--- src/sv/stt_pkg.sv ---
package stt_pkg;

    localparam int COUNT_WIDTH = 16;
    localparam int QUEUE_DEPTH = 4;
    localparam int QPTR_W      = $clog2(QUEUE_DEPTH);
    localparam int QCNT_W      = $clog2(QUEUE_DEPTH + 1);

    localparam logic [2:0] KIND_FUNCTION   = 3'd0;
    localparam logic [2:0] KIND_LOOP       = 3'd1;
    localparam logic [2:0] KIND_KEYWORD    = 3'd2;
    localparam logic [2:0] KIND_IDENTIFIER = 3'd3;
    localparam logic [2:0] KIND_NUMBER     = 3'd4;
    localparam logic [2:0] KIND_OPERATOR   = 3'd5;
    localparam logic [2:0] KIND_SYMBOL     = 3'd6;
    localparam logic [2:0] KIND_UNKNOWN    = 3'd7;

    localparam logic [7:0] CH_NEWLINE    = 8'h0A;
    localparam logic [7:0] CH_UNDERSCORE = 8'h5F;
    localparam logic [7:0] CH_EQUAL      = 8'h3D;
    localparam logic [7:0] CH_PLUS       = 8'h2B;
    localparam logic [7:0] CH_MINUS      = 8'h2D;

    localparam int NUM_KW = 5;

    // Keywords, left-justified with zero padding.
    localparam logic [63:0] KW_TEXT [NUM_KW] = '{
        "function",
        {"for", 40'h0},
        {"while", 24'h0},
        {"return", 16'h0},
        {"if", 48'h0}
    };
    localparam logic [3:0] KW_LEN [NUM_KW] = '{4'd8, 4'd3, 4'd5, 4'd6, 4'd2};
    localparam logic [2:0] KW_KIND [NUM_KW] = '{
        KIND_FUNCTION, KIND_LOOP, KIND_LOOP, KIND_KEYWORD, KIND_KEYWORD
    };

    typedef struct packed {
        logic [2:0]  kind;
        logic [7:0]  first;
        logic [7:0]  second;
        logic [15:0] length;
        logic [15:0] line;
        logic [15:0] column;
    } t_token;

    // Everything one source byte produces: one or two tokens.
    typedef struct packed {
        logic   two;
        t_token tok1;
        t_token tok0;
    } t_record;

    function automatic logic is_letter(input logic [7:0] c);
        return (c inside {[8'h41:8'h5A], [8'h61:8'h7A]});
    endfunction

    function automatic logic is_digit(input logic [7:0] c);
        return (c inside {[8'h30:8'h39]});
    endfunction

    function automatic logic is_space(input logic [7:0] c);
        return (c inside {8'h20, [8'h09:8'h0D]});
    endfunction

    function automatic logic is_oper(input logic [7:0] c);
        return (c inside {8'h2B, 8'h2D, 8'h2A, 8'h2F, 8'h3D, 8'h3C, 8'h3E});
    endfunction

    function automatic logic is_sym(input logic [7:0] c);
        return (c inside {8'h7B, 8'h7D, 8'h28, 8'h29, 8'h3B});
    endfunction

    function automatic logic [7:0] kw_char(input int k, input logic [2:0] pos);
        logic [63:0] s;
        s = KW_TEXT[k] << {pos, 3'b000};
        return s[63:56];
    endfunction

    // Drop every keyword that cannot have byte c at position pos.
    function automatic logic [NUM_KW-1:0] narrow(input logic [NUM_KW-1:0] cand,
                                                 input logic [3:0] pos,
                                                 input logic [7:0] c);
        logic [NUM_KW-1:0] res;
        res = cand;
        for (int k = 0; k < NUM_KW; k++) begin
            if (pos >= KW_LEN[k] || kw_char(k, pos[2:0]) != c) begin
                res[k] = 1'b0;
            end
        end
        return res;
    endfunction

endpackage

--- src/sv/stt_front.sv ---
module stt_front #(
    parameter int COUNT_WIDTH = stt_pkg::COUNT_WIDTH
) (
    input  logic             i_clk,
    input  logic             i_rst_n,
    input  logic             i_accept,
    input  logic [7:0]       i_character,
    input  logic             i_end_of_text,
    output logic             o_rec_valid,
    output stt_pkg::t_record o_rec
);

    localparam int CW = COUNT_WIDTH;

    typedef enum logic [1:0] {MODE_IDLE, MODE_IDENT, MODE_NUMBER, MODE_OPER} t_mode;

    t_mode                        r_mode, n_mode;
    logic                         r_seen, n_seen;
    logic [CW-1:0]                r_line, n_line;
    logic [CW-1:0]                r_col, n_col;
    logic [CW-1:0]                r_tline, n_tline;
    logic [CW-1:0]                r_tcol, n_tcol;
    logic [CW-1:0]                r_run, n_run;
    logic [stt_pkg::NUM_KW-1:0]   r_cand, n_cand;
    logic [7:0]                   r_held, n_held;

    logic [1:0]                   cnt;
    stt_pkg::t_token              toks [2];
    logic                         done;
    logic [7:0]                   c;

    function automatic logic [CW-1:0] sat_inc(input logic [CW-1:0] v);
        return (v == {CW{1'b1}}) ? v : v + CW'(1);
    endfunction

    function automatic logic [15:0] sat16(input logic [CW-1:0] v);
        logic [31:0] e;
        e = 32'(v);
        return (e > 32'h0000FFFF) ? 16'hFFFF : e[15:0];
    endfunction

    function automatic stt_pkg::t_token make_tok(input logic [2:0] kind,
                                                 input logic [7:0] first,
                                                 input logic [7:0] second,
                                                 input logic [CW-1:0] len,
                                                 input logic [CW-1:0] ln,
                                                 input logic [CW-1:0] cl);
        stt_pkg::t_token t;
        t.kind   = kind;
        t.first  = first;
        t.second = second;
        t.length = sat16(len);
        t.line   = sat16(ln);
        t.column = sat16(cl);
        return t;
    endfunction

    // Token for the run in progress; the caller checks that a run is open.
    function automatic stt_pkg::t_token flush_tok(input t_mode m,
                                                  input logic [7:0] held,
                                                  input logic [CW-1:0] run,
                                                  input logic [stt_pkg::NUM_KW-1:0] cand,
                                                  input logic [CW-1:0] tl,
                                                  input logic [CW-1:0] tc);
        logic [2:0] kind;
        logic       found;
        logic [CW-1:0] len;
        kind  = stt_pkg::KIND_IDENTIFIER;
        found = 1'b0;
        len   = run;
        for (int k = 0; k < stt_pkg::NUM_KW; k++) begin
            if (!found && cand[k] && run == CW'(stt_pkg::KW_LEN[k])) begin
                kind  = stt_pkg::KW_KIND[k];
                found = 1'b1;
            end
        end
        case (m)
            MODE_NUMBER: kind = stt_pkg::KIND_NUMBER;
            MODE_OPER: begin
                kind = stt_pkg::KIND_OPERATOR;
                len  = CW'(1);
            end
            default: ;
        endcase
        return make_tok(kind, held, 8'h00, len, tl, tc);
    endfunction

    assign c = i_character;

    always_comb begin
        n_mode  = r_mode;
        n_seen  = r_seen;
        n_line  = r_line;
        n_col   = r_col;
        n_tline = r_tline;
        n_tcol  = r_tcol;
        n_run   = r_run;
        n_cand  = r_cand;
        n_held  = r_held;
        cnt     = 2'd0;
        toks[0] = '0;
        toks[1] = '0;
        done    = 1'b0;

        // Extend or close the run in progress.
        case (r_mode)
            MODE_IDENT: begin
                if (stt_pkg::is_letter(c) || c == stt_pkg::CH_UNDERSCORE) begin
                    if (r_run < CW'(16)) begin
                        n_cand = stt_pkg::narrow(r_cand, r_run[3:0], c);
                    end else begin
                        n_cand = '0;
                    end
                    n_run = sat_inc(r_run);
                    done  = 1'b1;
                end else begin
                    toks[0] = flush_tok(r_mode, r_held, r_run, r_cand, r_tline, r_tcol);
                    cnt     = 2'd1;
                    n_mode  = MODE_IDLE;
                end
            end
            MODE_NUMBER: begin
                if (stt_pkg::is_digit(c)) begin
                    n_run = sat_inc(r_run);
                    done  = 1'b1;
                end else begin
                    toks[0] = flush_tok(r_mode, r_held, r_run, r_cand, r_tline, r_tcol);
                    cnt     = 2'd1;
                    n_mode  = MODE_IDLE;
                end
            end
            MODE_OPER: begin
                if (c == stt_pkg::CH_EQUAL || (c == r_held &&
                    (r_held == stt_pkg::CH_PLUS || r_held == stt_pkg::CH_MINUS))) begin
                    toks[0] = make_tok(stt_pkg::KIND_OPERATOR, r_held, c, CW'(2),
                                       r_tline, r_tcol);
                    cnt     = 2'd1;
                    n_mode  = MODE_IDLE;
                    done    = 1'b1;
                end else begin
                    toks[0] = flush_tok(r_mode, r_held, r_run, r_cand, r_tline, r_tcol);
                    cnt     = 2'd1;
                    n_mode  = MODE_IDLE;
                end
            end
            default: ;
        endcase

        // Start a new token with this byte.
        if (!done) begin
            if (stt_pkg::is_space(c)) begin
                // Whitespace makes no token.
            end else if (stt_pkg::is_letter(c) || stt_pkg::is_digit(c) ||
                         stt_pkg::is_oper(c)) begin
                n_mode  = stt_pkg::is_letter(c) ? MODE_IDENT :
                          stt_pkg::is_digit(c)  ? MODE_NUMBER : MODE_OPER;
                n_held  = c;
                n_tline = r_line;
                n_tcol  = r_col;
                n_run   = CW'(1);
                n_cand  = stt_pkg::is_letter(c) ?
                          stt_pkg::narrow('1, 4'd0, c) : '1;
            end else begin
                toks[cnt[0]] = make_tok(stt_pkg::is_sym(c) ? stt_pkg::KIND_SYMBOL
                                                          : stt_pkg::KIND_UNKNOWN,
                                        c, 8'h00, CW'(1), r_line, r_col);
                cnt = cnt + 2'd1;
            end
        end

        // Position tracking; leading whitespace is not counted.
        n_seen = r_seen | ~stt_pkg::is_space(c);
        if (n_seen) begin
            if (c == stt_pkg::CH_NEWLINE) begin
                n_line = sat_inc(r_line);
                n_col  = CW'(1);
            end else begin
                n_col = sat_inc(r_col);
            end
        end

        if (i_end_of_text) begin
            if (n_mode != MODE_IDLE) begin
                toks[cnt[0]] = flush_tok(n_mode, n_held, n_run, n_cand, n_tline, n_tcol);
                cnt = cnt + 2'd1;
            end
            n_mode  = MODE_IDLE;
            n_seen  = 1'b0;
            n_line  = CW'(1);
            n_col   = CW'(1);
            n_tline = CW'(1);
            n_tcol  = CW'(1);
            n_run   = '0;
            n_cand  = '1;
            n_held  = 8'h00;
        end
    end

    assign o_rec_valid = (cnt != 2'd0);
    assign o_rec.two   = (cnt == 2'd2);
    assign o_rec.tok0  = toks[0];
    assign o_rec.tok1  = toks[1];

    always_ff @(posedge i_clk) begin
        if (!i_rst_n) begin
            r_mode  <= MODE_IDLE;
            r_seen  <= 1'b0;
            r_line  <= CW'(1);
            r_col   <= CW'(1);
            r_tline <= CW'(1);
            r_tcol  <= CW'(1);
            r_run   <= '0;
            r_cand  <= '1;
            r_held  <= 8'h00;
        end else if (i_accept) begin
            r_mode  <= n_mode;
            r_seen  <= n_seen;
            r_line  <= n_line;
            r_col   <= n_col;
            r_tline <= n_tline;
            r_tcol  <= n_tcol;
            r_run   <= n_run;
            r_cand  <= n_cand;
            r_held  <= n_held;
        end
    end

endmodule

--- src/sv/stt_queue.sv ---
module stt_queue (
    input  logic             i_clk,
    input  logic             i_rst_n,
    input  logic             i_push,
    input  stt_pkg::t_record i_data,
    output logic             o_full,
    input  logic             i_pop,
    output logic             o_empty,
    output stt_pkg::t_record o_data
);

    stt_pkg::t_record                 r_mem [stt_pkg::QUEUE_DEPTH];
    logic [stt_pkg::QPTR_W-1:0]       r_wr, r_rd;
    logic [stt_pkg::QCNT_W-1:0]       r_cnt;
    logic                             do_push, do_pop;

    assign o_full  = (r_cnt == stt_pkg::QCNT_W'(stt_pkg::QUEUE_DEPTH));
    assign o_empty = (r_cnt == '0);
    assign do_push = i_push && !o_full;
    assign do_pop  = i_pop && !o_empty;
    assign o_data  = r_mem[r_rd];

    always_ff @(posedge i_clk) begin
        if (do_push) begin
            r_mem[r_wr] <= i_data;
        end
    end

    always_ff @(posedge i_clk) begin
        if (!i_rst_n) begin
            r_wr  <= '0;
            r_rd  <= '0;
            r_cnt <= '0;
        end else begin
            if (do_push) begin
                r_wr <= r_wr + stt_pkg::QPTR_W'(1);
            end
            if (do_pop) begin
                r_rd <= r_rd + stt_pkg::QPTR_W'(1);
            end
            if (do_push && !do_pop) begin
                r_cnt <= r_cnt + stt_pkg::QCNT_W'(1);
            end else if (do_pop && !do_push) begin
                r_cnt <= r_cnt - stt_pkg::QCNT_W'(1);
            end
        end
    end

endmodule

--- src/sv/stt_back.sv ---
module stt_back (
    input  logic             i_clk,
    input  logic             i_rst_n,
    input  logic             i_rec_empty,
    input  stt_pkg::t_record i_rec,
    output logic             o_rec_pop,
    output logic             o_empty,
    input  logic             i_pop,
    output stt_pkg::t_token  o_token,
    output logic             o_last
);

    logic            r_valid;
    logic            r_sel;
    logic            r_last;
    stt_pkg::t_token r_token;
    logic            load;
    logic            last_one;

    // The output register takes a new token when it is free or being drained.
    assign load      = (!r_valid || i_pop) && !i_rec_empty;
    assign last_one  = r_sel || !i_rec.two;
    assign o_rec_pop = load && last_one;

    assign o_empty = !r_valid;
    assign o_token = r_token;
    assign o_last  = r_last;

    always_ff @(posedge i_clk) begin
        if (!i_rst_n) begin
            r_valid <= 1'b0;
            r_sel   <= 1'b0;
        end else begin
            if (load) begin
                r_valid <= 1'b1;
                r_sel   <= !last_one;
            end else if (i_pop) begin
                r_valid <= 1'b0;
            end
        end
    end

    always_ff @(posedge i_clk) begin
        if (load) begin
            r_token <= r_sel ? i_rec.tok1 : i_rec.tok0;
            r_last  <= last_one;
        end
    end

endmodule

--- src/sv/source_text_tokenizer.sv ---
// Streaming lexer: one source byte per transfer in, one token per transfer out.
// Input channel: a byte (i_character) and an end-of-text flag are transferred
// at a clock edge where push is high and full is low. A byte may arrive every
// cycle. The front end classifies it, tracks line and column, and writes the
// zero, one or two tokens it completes into a four-entry record queue.
// Output channel: while empty is low the oldest token sits on the o_ ports
// and is transferred at an edge where pop is high. o_last_of_run marks the
// last token caused by one byte.
// A token completed by a byte is queued at the edge that transfers the byte
// and loaded into the output register once it is free. Throughput: one byte
// per cycle in while full is low, one token per cycle out while pop is high;
// a two-token byte holds the output register for both, the output-side limit.
// When the receiver stalls, the output register holds its token and the queue
// fills; full rises once four records wait, and the front end then holds.
// Operators are held for one byte to detect two-byte forms, so they appear one
// byte later. End of text flushes any pending token and returns the scanner
// to its reset state. Reset (synchronous, active low) empties the queue and
// output register and sets line and column to 1.
module source_text_tokenizer #(
    parameter int COUNT_WIDTH = stt_pkg::COUNT_WIDTH
) (
    input  logic        i_clk,
    input  logic        i_rst_n,
    input  logic        push,
    output logic        full,
    input  logic [7:0]  i_character,
    input  logic        i_end_of_text,
    output logic        empty,
    input  logic        pop,
    output logic [2:0]  o_token_kind,
    output logic [7:0]  o_first_char,
    output logic [7:0]  o_second_char,
    output logic [15:0] o_token_length,
    output logic [15:0] o_start_line,
    output logic [15:0] o_start_column,
    output logic        o_last_of_run
);

    logic             accept;
    logic             rec_valid;
    stt_pkg::t_record front_rec;
    stt_pkg::t_record head_rec;
    logic             q_empty;
    logic             q_pop;
    stt_pkg::t_token  out_tok;

    assign accept = push && !full;

    stt_front #(
        .COUNT_WIDTH(COUNT_WIDTH)
    ) u_front (
        .i_clk         (i_clk),
        .i_rst_n       (i_rst_n),
        .i_accept      (accept),
        .i_character   (i_character),
        .i_end_of_text (i_end_of_text),
        .o_rec_valid   (rec_valid),
        .o_rec         (front_rec)
    );

    // Bytes that complete no token write nothing into the queue.
    stt_queue u_queue (
        .i_clk   (i_clk),
        .i_rst_n (i_rst_n),
        .i_push  (accept && rec_valid),
        .i_data  (front_rec),
        .o_full  (full),
        .i_pop   (q_pop),
        .o_empty (q_empty),
        .o_data  (head_rec)
    );

    stt_back u_back (
        .i_clk       (i_clk),
        .i_rst_n     (i_rst_n),
        .i_rec_empty (q_empty),
        .i_rec       (head_rec),
        .o_rec_pop   (q_pop),
        .o_empty     (empty),
        .i_pop       (pop),
        .o_token     (out_tok),
        .o_last      (o_last_of_run)
    );

    assign o_token_kind   = out_tok.kind;
    assign o_first_char   = out_tok.first;
    assign o_second_char  = out_tok.second;
    assign o_token_length = out_tok.length;
    assign o_start_line   = out_tok.line;
    assign o_start_column = out_tok.column;

endmodule

--- config.mk ---
export PLATFORM = sky130hd
export DESIGN_NAME = source_text_tokenizer
export DESIGN_NICKNAME = d
export VERILOG_FILES = /design/src/sv/stt_pkg.sv /design/src/sv/stt_front.sv /design/src/sv/stt_queue.sv /design/src/sv/stt_back.sv /design/src/sv/source_text_tokenizer.sv
export SDC_FILE = /design/constraint.sdc
export NUM_CORES = 1
export LEC_CHECK = 0
export BUFFER_PORTS_ARGS = -buffer_cell sky130_fd_sc_hd__buf_2
export CORE_MARGIN = 3
export CORE_UTILIZATION = 30
export DETAILED_ROUTE_END_ITERATION = 6
export GPL_TIMING_DRIVEN = 0
export PLACE_DENSITY_LB_ADDON = 0.08
export SETUP_SLACK_MARGIN = 0.2
export SYNTH_ARGS = -nofsm -noshare
export SYNTH_HDL_FRONTEND = slang
export SYNTH_HIERARCHICAL = 1
export SYNTH_SLANG_ARGS = --single-unit
--- constraint.sdc ---
create_clock -name i_clk -period 8.3 [get_ports i_clk]
set_clock_uncertainty 0.1 [all_clocks]
set_input_delay 0.415 -clock i_clk [delete_from_list [all_inputs] [get_ports i_clk]]
set_output_delay 0.415 -clock i_clk [all_outputs]
set_load 0.02 [all_outputs]
==> flow_metrics.env <==
export IMPL_critical_path_max_fanout=10
export IMPL_core_area_um2=100600
export IMPL_drt_pre_antenna_iters=5
export IMPL_dpl_hpwl_um=57860
export IMPL_data_required_time_of_the_worst_path_ps=8460
export IMPL_postSynthRegisterBits=715
export IMPL_synth_xor_area_share=0.01004
export IMPL_internal_power_mw=7.735
export IMPL_crit_type="flop to flop"
export IMPL_slew_violations=0
export IMPL_portion_of_total_power_attributed_to_sequential_cells=0.428
export IMPL_syn_area_per_cell_um2=15.88
export IMPL_clock_insertion_delay_worst_skew_ps=650
export IMPL_ctsRootBufferMaster="sky130_fd_sc_hd__clkbuf_16"
export IMPL_comb_power_share=0.249
export IMPL_clk_pin_slew_ps=60
export IMPL_die_height_um=325.0
export IMPL_leakage_nw=11.60
export IMPL_yosys_mux_area_fraction=0.1306
export IMPL_drt_antenna_violating_nets=0
export IMPL_fin_util=0.3551
export IMPL_gp_routability_congestion=0.8568
export IMPL_postCtsResizedCells=0
export IMPL_tritoncts_num_sinks=715
export IMPL_synth_distinct_cells=85
export IMPL_clkPwrFrac=0.323
export IMPL_slew_headroom=0.08948
export IMPL_tritoncts_num_buffers=82
export IMPL_pin_count_of_the_biggest_net_entering_global_routing=47
export IMPL_worstHoldPathType="input port to flop"
export IMPL_postSynth_asyncResetShare=0
export IMPL_cts_repair_timing_setup_buffer_count=0
export IMPL_yosys_area_share_adder=0.007621
export IMPL_boundaryPins=83
export IMPL_timing_final_ws_setup_ps=2787
export IMPL_finalCritPeriodShare=0.6642
export IMPL_grt_pass1_wl_um=127300
export IMPL_grt_util_all_layers=0.1623
export IMPL_synth_seq_area_share=0.6680
export IMPL_htreeDepth=3
export IMPL_die_area_um2=105700
export IMPL_tritoncts_clock_tree="built"
export IMPL_place_area_um2=33080
export IMPL_post_drt_via_cell_ratio=5.026
export IMPL_cell_count_after_placement=3384
export IMPL_portBuffers=80
export IMPL_drive_gt1_frac=0.2376
export IMPL_setup_worst_path_end_class="flop"
export IMPL_power_switching_mw=3.180
export IMPL_areaGrowthSynthToFinish_pct=16.95
export IMPL_setup_viol_count_final=0
export IMPL_yosys_synthesis_warning_count=6
export IMPL_initial_core_util=0.3036
export IMPL_outcome="finished, final reports clean"
export IMPL_critPathLaunchType="flop"
export IMPL_via_count_of_the_first_global_routing_pass=18699
export IMPL_irDropWorstVdd_uv=279.1
export IMPL_fin_area_um2=35710
export IMPL_post_layout_total_power_mw=10.92
export IMPL_max_cap_violations=0
export IMPL_number_of_vias_after_detailed_routing=17796
export IMPL_p_per_area_nw_per_um2=305.7
export IMPL_fill_cells=9615
export IMPL_postRouteWirelength_um=85920
export IMPL_ctsHoldBuffers=1
export IMPL_timing_final_hold_violations=0
export IMPL_core_rowCount=116
export IMPL_netSwitchingFraction=0.2913
export IMPL_drc=0
export IMPL_syn_instance_count=1923
export IMPL_grt_setup_unrepaired="false"
export IMPL_drt_initial_drc_count=1294
export IMPL_arrival_time_reported_for_the_critical_path_endpoint_ps=5670
export IMPL_die_w_um=325.0
export IMPL_synth_edf_count=608
export IMPL_drt_wirelength_per_cell_um=24.26
export IMPL_synth_area_um2=30540
export IMPL_global_route_overflow_total=0
export IMPL_dp_worst_setup_slack_ps=2736
export IMPL_finalCriticalPeriod_ps=5513
export IMPL_share_of_the_synthesized_area_in_compound_gates_ao_oa_aoi_oai=0.08023
export IMPL_synth_top_family_by_area="multiplexers"
export IMPL_yosys_area_share_simple=0.07326
export IMPL_finalNonFillerCells=3541
export IMPL_dominantRegCellSynth="sky130_fd_sc_hd__edfxtp_1"
export IMPL_clock_tree_buffer_depth=3
export IMPL_worst_pin_slew_ps=1354
export IMPL_nets=2143
export IMPL_fmax_mhz=181.4
export IMPL_antenna_found_initial=9
[worst max-delay path, cell delays in order (launching register included)]
cell and delay, ps:
sky130_fd_sc_hd__dfxtp_1 530, sky130_fd_sc_hd__ha_1 210, sky130_fd_sc_hd__clkbuf_1 550, sky130_fd_sc_hd__nand4_1 310
sky130_fd_sc_hd__nor4_1 910, sky130_fd_sc_hd__a2111oi_0 310, sky130_fd_sc_hd__o21bai_1 200, sky130_fd_sc_hd__a2bb2oi_1 140
sky130_fd_sc_hd__or2_2 360, sky130_fd_sc_hd__a32o_1 290, sky130_fd_sc_hd__o21a_1 140, sky130_fd_sc_hd__o31ai_1 1100
[kinds of logic (layout without fill, tap and decap cells)]
| logic type | after synthesis | after routing |
|---|---|---|
| DFF | 715 | 715 |
| and+or+nand+nor | 419 | 419 |
| AOI/OAI and AO/OA | 330 | 330 |
| muxes | 218 | 218 |
| buffers and inverters | 187 | 435 |
| xor gates and xnor gates | 35 | 35 |
| adders and majority gates | 18 | 18 |
| other | 1 | 14 |
[through the flow]
stage	hold slack, ps	TNS, ps
floorplan	360.2	0
CTS	6.775	0
global route	46.61	0
finish	64.83	0
global placement	379.3	-1559660
detailed placement	396.4	0
[layout by cell type (no fill, tap or decap), types with 19 or more instances in the layout]
cell type	n
sky130_fd_sc_hd__edfxtp_1	608
sky130_fd_sc_hd__mux4_2	135
sky130_fd_sc_hd__buf_2	130
sky130_fd_sc_hd__dfxtp_1	107
sky130_fd_sc_hd__clkbuf_16	83
sky130_fd_sc_hd__a22o_1	80
sky130_fd_sc_hd__clkbuf_1	77
sky130_fd_sc_hd__nor2_1	76
sky130_fd_sc_hd__nand2_1	75
sky130_fd_sc_hd__nor2b_1	58
sky130_fd_sc_hd__mux2_2	58
sky130_fd_sc_hd__o21ai_0	47
sky130_fd_sc_hd__nand3_1	46
sky130_fd_sc_hd__inv_1	41
sky130_fd_sc_hd__a21oi_1	39
sky130_fd_sc_hd__a22oi_1	36
sky130_fd_sc_hd__and2_1	29
sky130_fd_sc_hd__nor3_1	23
sky130_fd_sc_hd__or3_1	23
sky130_fd_sc_hd__o22ai_1	20
sky130_fd_sc_hd__clkinv_2	19
sky130_fd_sc_hd__nand4_1	19
sky130_fd_sc_hd__xnor2_1	19
[sequential cells by signal, indices dropped and copies added (netlist names), named ones only]
register	count
u_queue/r_mem	540
u_front/r_held	8
u_back/r_valid	1
u_front/r_line	16
u_front/r_col	16
u_front/r_cand	5
u_front/r_tline	16
u_queue/r_wr	2
u_back/o_last	1
u_front/r_seen	1
u_front/r_tcol	16
u_front/r_mode	2
u_back/o_token	67
u_back/r_sel	1
u_queue/r_rd	2
u_front/r_run	16
u_queue/r_cnt	3
[area by class of cell]
| class | instances | area, µm² | area share |
|---|---|---|---|
| diodes | 4 | 10.01 | 0.0002803 |
| well taps | 1357 | 1698 | 0.04754 |
| clock inverters | 50 | 456.7 | 0.01279 |
| multi-input cells | 1030 | 9270 | 0.2596 |
| clock buffers | 102 | 2158 | 0.06044 |
| inverters | 42 | 157.7 | 0.004415 |
| flip-flops and latches | 715 | 20400 | 0.5712 |
| plain buffers | 145 | 760.7 | 0.02130 |
| repair buffers | 96 | 800.8 | 0.02242 |
[synth_stat cells, drive strengths merged, types with 13 or more instances]
| cell type | number | area, µm² |
|---|---|---|
| nor2b | 58 | 362.9 |
| buf | 86 | 539.3 |
| nand3 | 46 | 230.2 |
| and2 | 33 | 206.5 |
| edfxtp | 608 | 18260 |
| nand2 | 75 | 281.5 |
| o31ai | 17 | 127.6 |
| nor2 | 77 | 289.0 |
| or3 | 23 | 143.9 |
| mux2i | 16 | 160.2 |
| o21ai | 50 | 250.2 |
| nor3 | 24 | 125.1 |
| nand4 | 19 | 118.9 |
| ha | 17 | 212.7 |
| dfxtp | 107 | 2142 |
| a22o | 80 | 700.7 |
| a21oi | 40 | 204.0 |
| clkbuf | 59 | 221.5 |
| mux4 | 135 | 3040 |
| mux2 | 67 | 788.3 |
| xnor2 | 19 | 166.4 |
| o22ai | 20 | 125.1 |
| inv | 41 | 153.9 |
| and3 | 13 | 81.33 |
| a22oi | 36 | 270.3 |
| xor2 | 16 | 140.1 |
[worst paths after layout]
kind	startpoint	slack, ps	cells after the start	endpoint
setup / recovery	u_front/r_run[1]$_SDFFE_PN0P_	2790	11	u_queue/r_mem[0][132]$_DFFE_PP_
hold / removal	i_rst_n	60	2	u_back/r_valid$_SDFFE_PN0P_
hold reg to reg	u_queue/r_wr[1]$_SDFFE_PN0P_	400	2	u_queue/r_wr[1]$_SDFFE_PN0P_
setup reg to reg	u_front/r_run[1]$_SDFFE_PN0P_	2790	11	u_queue/r_mem[0][132]$_DFFE_PP_
[layer usage]
metal | up-vias | global-route usage | wire (µm) | part of all wire
met2 | 401 | 0.2580 | 40210 | 0.47
met3 | 106 | 0.02639 | 3659 | 0.043
met1 | 9267 | 0.2293 | 40150 | 0.47
li1 | 8022 | - | - | -
met4 | 0 | 0.04754 | 1895 | 0.022
met5 | - | 0 | 0 | 0
[power by group through the flow]
stage | Combinational, mW | Clock (mW) | Sequential, mW
2_1_floorplan | 1.52 | 0 | 5.04
3_3_place_gp | 2.68 | 0 | 4.90
3_5_place_dp | 2.81 | 0 | 4.75
4_1_cts | 2.83 | 3.67 | 4.68
5_1_grt | 2.95 | 3.80 | 4.72
6_report | 2.72 | 3.53 | 4.67
Note: power is estimated with default switching activity, not from simulation.
